[config.mk]
export PLATFORM = sky130hd
export DESIGN_NAME = fifo_with_sorted_insert
export DESIGN_NICKNAME = d
export VERILOG_FILES = /design/src/fws_pkg.sv /design/src/fws_cell.sv /design/src/fifo_with_sorted_insert.sv
export SDC_FILE = /design/constraint.sdc
export NUM_CORES = 2
export LEC_CHECK = 0
export ABC_AREA = 1
export BUFFER_PORTS_ARGS = -buffer_cell sky130_fd_sc_hd__buf_2
export CAP_MARGIN = 20
export CORE_ASPECT_RATIO = 0.9
export CORE_MARGIN = 2
export CORE_UTILIZATION = 61
export DETAILED_ROUTE_END_ITERATION = 16
export PLACE_DENSITY = 0.77
export SYNTH_ARGS = -nofsm -noshare
export SYNTH_HDL_FRONTEND = slang
export SYNTH_SLANG_ARGS = --single-unit
[constraint.sdc]
create_clock -name clk -period 12.33 [get_ports clk]
set_clock_uncertainty 0.2 [all_clocks]
set_input_delay 2.466 -clock clk [delete_from_list [all_inputs] [get_ports clk]]
set_output_delay 2.466 -clock clk [all_outputs]
set_load 0.03 [all_outputs]
[src/fws_pkg.sv]
// ----------------------------------------------------------------------------
// fws_pkg
// Shared sizes, operation codes and cell control for the sorted-insert queue.
// ----------------------------------------------------------------------------
package fws_pkg;

	localparam int DEPTH   = 32;
	localparam int DATA_W  = 32;
	localparam int CNT_W   = $clog2(DEPTH + 1);
	localparam int FUNC_W  = 2;
	localparam int VALUE_W = 32;

	typedef enum logic [FUNC_W-1:0] {
		FUNC_APPEND = 2'd0,
		FUNC_SORTED = 2'd1,
		FUNC_POP    = 2'd2,
		FUNC_CLEAR  = 2'd3
	} func_t;

	// Control broadcast to every cell for one transaction.
	typedef struct packed {
		logic ins;  // write the new word, shifting later entries back
		logic cmp;  // locate the slot by comparison (sorted insert)
		logic pop;  // shift every entry one cell toward the head
	} cell_ctl_t;

endpackage

[src/fws_cell.sv]
// ----------------------------------------------------------------------------
// fws_cell
// One queue slot: holds a word, compares it with the incoming word and takes
// its neighbor's word on insert or pop.
// ----------------------------------------------------------------------------
module fws_cell (
	input  logic                             clk,
	input  fws_pkg::cell_ctl_t               ctl,
	input  logic signed [fws_pkg::DATA_W-1:0] new_word,
	input  logic signed [fws_pkg::DATA_W-1:0] prev_word,
	input  logic signed [fws_pkg::DATA_W-1:0] next_word,
	input  logic                             valid,
	input  logic                             prev_valid,
	input  logic                             head_cell,
	input  logic                             hit_in,
	output logic                             hit_out,
	output logic signed [fws_pkg::DATA_W-1:0] word
);

	logic signed [fws_pkg::DATA_W-1:0] word_q;
	logic                              here;

	always_comb begin
		if (valid) begin
			here = ctl.cmp && ((word_q < new_word) || (head_cell && (word_q == new_word)));
		end else begin
			here = prev_valid;
		end
	end

	assign hit_out = hit_in | here;
	assign word    = word_q;

	always_ff @(posedge clk) begin
		if (ctl.ins) begin
			if (hit_in) begin
				word_q <= prev_word;
			end else if (here) begin
				word_q <= new_word;
			end
		end else if (ctl.pop) begin
			word_q <= next_word;
		end
	end

endmodule

[src/fifo_with_sorted_insert.sv]
// ----------------------------------------------------------------------------
// fifo_with_sorted_insert
// Bounded queue of signed words with append, sorted insert, pop and clear.
// ----------------------------------------------------------------------------
// Operations never stall: busy stays low, a transaction is taken at
// each edge with start high, and its result appears on the next cycle with
// done high for that cycle only. The receiver cannot stall, so capture the
// result whenever done is high. Entries live in a row of shifting cells, head
// in the first cell; all cells compare against the incoming word in parallel
// and a ripple of hit flags picks the insert slot, which sets the cycle time.
// ----------------------------------------------------------------------------
module fifo_with_sorted_insert (
	input  logic                               clk,
	input  logic                               arst_n,
	input  logic                               start,
	output logic                               busy,
	input  logic [fws_pkg::FUNC_W-1:0]          func,
	input  logic signed [fws_pkg::VALUE_W-1:0]  value,
	output logic                               done,
	output logic                               ok,
	output logic signed [fws_pkg::VALUE_W-1:0]  popped,
	output logic [fws_pkg::CNT_W-1:0]           count,
	output logic                               is_empty,
	output logic                               is_full
);

	fws_pkg::func_t                     op;
	fws_pkg::cell_ctl_t                 ctl;
	logic signed [fws_pkg::DATA_W-1:0]  new_word;
	logic signed [fws_pkg::DATA_W-1:0]  words [fws_pkg::DEPTH];
	logic [fws_pkg::DEPTH-1:0]          valid;
	logic [fws_pkg::DEPTH-1:0]          hit;
	logic [fws_pkg::CNT_W-1:0]          cnt_q;
	logic                               full;
	logic                               empty;
	logic                               accept;
	logic                               op_ok;
	logic                               done_q;
	logic                               ok_q;
	logic signed [fws_pkg::VALUE_W-1:0] popped_q;

	assign accept   = start & ~busy;
	assign busy     = 1'b0;
	assign op       = fws_pkg::func_t'(func);
	assign new_word = fws_pkg::DATA_W'(value);
	assign full     = (cnt_q == fws_pkg::CNT_W'(fws_pkg::DEPTH));
	assign empty    = (cnt_q == '0);

	always_comb begin
		ctl   = '0;
		op_ok = 1'b0;
		case (op)
			fws_pkg::FUNC_APPEND: begin
				op_ok   = ~full;
				ctl.ins = accept & ~full;
			end
			fws_pkg::FUNC_SORTED: begin
				op_ok   = ~full;
				ctl.ins = accept & ~full;
				ctl.cmp = 1'b1;
			end
			fws_pkg::FUNC_POP: begin
				op_ok   = ~empty;
				ctl.pop = accept & ~empty;
			end
			fws_pkg::FUNC_CLEAR: begin
				op_ok = ~empty;
			end
			default: begin
				op_ok = 1'b0;
			end
		endcase
	end

	for (genvar i = 0; i < fws_pkg::DEPTH; i++) begin : g_cell
		logic signed [fws_pkg::DATA_W-1:0] prev_word;
		logic signed [fws_pkg::DATA_W-1:0] next_word;
		logic                              prev_valid;
		logic                              hit_in;

		assign valid[i] = (cnt_q > fws_pkg::CNT_W'(i));

		if (i == 0) begin : g_first
			assign prev_word  = new_word;
			assign prev_valid = 1'b1;
			assign hit_in     = 1'b0;
		end else begin : g_rest
			assign prev_word  = words[i-1];
			assign prev_valid = valid[i-1];
			assign hit_in     = hit[i-1];
		end

		if (i == fws_pkg::DEPTH - 1) begin : g_last
			assign next_word = words[i];
		end else begin : g_inner
			assign next_word = words[i+1];
		end

		fws_cell u_cell (
			.clk        (clk),
			.ctl        (ctl),
			.new_word   (new_word),
			.prev_word  (prev_word),
			.next_word  (next_word),
			.valid      (valid[i]),
			.prev_valid (prev_valid),
			.head_cell  (i == 0),
			.hit_in     (hit_in),
			.hit_out    (hit[i]),
			.word       (words[i])
		);
	end

	always_ff @(posedge clk or negedge arst_n) begin
		if (!arst_n) begin
			cnt_q  <= '0;
			done_q <= 1'b0;
		end else begin
			done_q <= accept;
			if (ctl.ins) begin
				cnt_q <= cnt_q + 1'b1;
			end else if (ctl.pop) begin
				cnt_q <= cnt_q - 1'b1;
			end else if (accept && (op == fws_pkg::FUNC_CLEAR)) begin
				cnt_q <= '0;
			end
		end
	end

	always_ff @(posedge clk) begin
		if (accept) begin
			ok_q <= op_ok;
			if (ctl.pop) begin
				popped_q <= fws_pkg::VALUE_W'(words[0]);
			end else begin
				popped_q <= '0;
			end
		end
	end

	assign done     = done_q;
	assign ok       = ok_q;
	assign popped   = popped_q;
	assign count    = cnt_q;
	assign is_empty = empty;
	assign is_full  = full;

endmodule
==> impl_metrics.json <==
{
  "outcome": "completed",
  "ctsResizeCount": 0,
  "reg2reg_slack_ps": 4520,
  "fin_crit_ps": 10200,
  "cts_hold_buffers": 0,
  "area_delta_synth_final_pct": 7.83,
  "whs_ps": 384,
  "fmax_ghz": 0.0980,
  "synth_edf_count": 1057,
  "io_buffers": 78,
  "synthesis.area_um2": 74000,
  "cts_max_level": 3,
  "critPathBufInv": 8,
  "cts_root_buf": "clkbuf_16",
  "pre_cts_ws_ps": 1770,
  "worst_pin_slew_ps": 1270,
  "wl_met3_mm": 37.1,
  "dp_hpwl_mm": 183,
  "cpMostUsedCell": "nand2_1",
  "path_clk_slew_ps": 60,
  "grt_pass1_wl_mm": 397,
  "routed-wl-met2_mm": 115,
  "drtPass1Iterations": 6,
  "avgViaCountPerCell": 7.08,
  "fp.dieH_um": 334,
  "layout-drive-gt1-share_pct": 6.47,
  "grt_max_degree": 198,
  "grt_usage_pct": 42.1,
  "synth.distinct_cells": 59,
  "start_util_pct": 61.3,
  "cp-end-kind": "flip-flop",
  "synthFlopType": "edfxtp_1",
  "cts_made_buffers": 116,
  "power_density_nw_per_um2": 199,
  "fillers": 9701,
  "setup_slack_ps": 2130,
  "placed_area_um2": 75800,
  "vias": 67966,
  "rsz0062_at_grt": "false",
  "ys_seq_elements": 1064,
  "design_area_um2": 79800,
  "ys_warn_count": 0,
  "drv_cap": 0,
  "yosysTopAreaCell": "edfxtp_1",
  "final_util_pct": 66.1,
  "synthCells": 8042,
  "grt_overflow": 0,
  "die-area_um2": 124000,
  "drt_iter0_markers": 10825,
  "synth_seq_area_share_pct": 43.1,
  "fp-row-count": 121,
  "path_max_fanout": 67,
  "wl_met1_mm": 97.2,
  "drc_errors": 0,
  "slowest_delay_ps": 890,
  "yosys-top-cells-area": "edfxtp_1 (43%), ha_1 (17%), nand2_1 (8.8%), o211ai_1 (8.5%), nand3_1 (6.6%)",
  "cts_tree": "yes",
  "io_pins": 80,
  "hold_viol": 0,
  "setup_violations": 0,
  "cts_max_path_buffers": 3,
  "avgSynthCellArea_um2": 9.20,
  "fp.dieW_um": 371,
  "drv_slew": 0,
  "syn-num-nets": 9076,
  "crit_slowest_cell": "nand3_2",
  "power.leakage_nw": 32.1,
  "path_delay_family": "simple AND/OR/NAND/NOR gates",
  "maxSlewHeadroom_pct": 15.6,
  "setup_tns_ps": 0,
  "critPathLaunchType": "input port",
  "postRouteAntennaNets": 0,
  "synthArstFlopShare_pct": 0.658,
  "antenna_found_initial": 8,
  "critical_path_class": "in -> reg",
  "critPathRequiredTime_ps": 12640,
  "synth_top_area_share_pct": 42.9,
  "wirelength_mm": 267,
  "period_share_pct": 82.7,
  "cp.arrival_ps": 10510,
  "grt_pass1_vias": 65583,
  "core_area_um2": 121000,
  "gp_congestion": 0.990,
  "peakVddDrop_uv": 335,
  "layout.nets": 8930,
  "clock_latency_ps": 770,
  "hp-class": "reg -> reg",
  "cts_setup_buffers": 0,
  "numClockSinks": 1064,
  "highest_layer": "met5",
  "wl_per_cell_um": 27.9
}
[stage by stage]
stage          std cells  power (mW)
2_1_floorplan       8042        9.89
3_5_place_dp        9368        12.0
3_3_place_gp        9365        11.7
5_1_grt             9593        16.6
6_report            9595        15.9
4_1_cts             9584        15.6
[cell type report]
cell class	instances	area, µm²	share of cell area [%]
Clock inverter	78	792	0.993
Timing Repair Buffer	234	1800	2.26
Clock buffer	138	3010	3.77
Antenna cell	2	5.00	0.00627
Tap cell	1599	2000	2.51
Multi-Input combinational cell	6083	38800	48.6
Inverter	397	1500	1.88
Sequential cell	1064	31900	40.0
[cells in the mapped netlist, types with 5 or more instances]
library cell,count
a211oi_1,27
a21boi_0,5
a21o_1,16
a21oi_1,542
a31oi_1,15
buf_1,66
buf_2,32
clkbuf_1,393
clkinv_1,33
dfrtp_1,7
edfxtp_1,1057
ha_1,997
inv_1,355
inv_2,9
nand2_1,1735
nand3_1,981
nand3b_1,5
nand4_1,120
nor2_1,253
nor2_2,9
nor3_1,62
nor4_1,13
o2111ai_1,9
o211ai_1,837
o211ai_2,9
o21a_1,44
o21ai_0,242
o21ai_1,13
o221ai_1,70
o22ai_1,5
o311ai_0,6
o31ai_1,15
or2_2,8
[path summary, 6_finish.rpt]
| kind | from | to | depth (start not counted) |
|---|---|---|---|
| max reg2reg | g_cell[0].u_cell.word[7] | g_cell[31].u_cell.word[6] | 34 |
| min reg2reg | g_cell[31].u_cell.word[12] | g_cell[30].u_cell.word[12] | 2 |
| max | value[3] | g_cell[31].u_cell.word[6] | 40 |
| min in group asynchronous | arst_n | count[3] | 1 |
| min | g_cell[31].u_cell.word[12] | g_cell[30].u_cell.word[12] | 2 |
| max in group asynchronous | arst_n | count[4] | 1 |
[power by group]
group | switching [mW] | leakage (nW) | total, mW | internal (mW)
registers | 0.886 | 10.2 | 6.19 | 5.30
logic | 4.22 | 20.1 | 6.07 | 1.85
clock network | 1.60 | 1.85 | 3.63 | 2.03
[routing by layer]
layer / GRT usage, % / vias up
li1: - / 29667
met1: 55.1 / 32279
met2: 63.4 / 4886
met3: 11.2 / 1124
met4: 23.6 / 10
met5: 0 / -
[cell families (layout without fill, tap and decap cells)]
logic type,count (synthesis),count (layout),share of synthesized area [%]
simple gates,3208,3208,18.8
xor+xnor,5,5,0.0592
buf+inv,895,847,4.65
fa+ha+maj,997,997,16.9
compound gates,1872,1872,16.5
flops,1064,1064,43.1
other cells,1,3,0.00507
[placed cells by master, fill, tap and decap left out, types with 12 or more instances in the layout]
master     instances
clkinv_1          55
ha_1             997
o21a_1            44
nand3_1          980
clkbuf_1          21
nand2_1         1730
o221ai_1          70
clkinv_2          29
clkbuf_16        117
a21oi_1          537
buf_4            138
a21o_1            16
edfxtp_1        1057
o211ai_1         837
nor3_1            62
a31oi_1           15
o21ai_0          242
inv_1            321
buf_2             78
a211oi_1          27
o31ai_1           15
o21ai_1           12
nor2_1           243
inv_2             39
nand4_1          120
bufinv_16         14
nor2_2            15
buf_12            16
nor4_1            13
[tightest hold or removal path, cell delays in order, from the launching register on]
cell      delay (ps)
edfxtp_1         350
nand2_1           60
nand3_1           70
[sequential cells by signal, indices dropped and copies added, names as in the netlist]
signal and count:
count 6, popped 32, ok 1, g_cell.u_cell.word 1024, done 1
(Power assumes the default switching activity.)
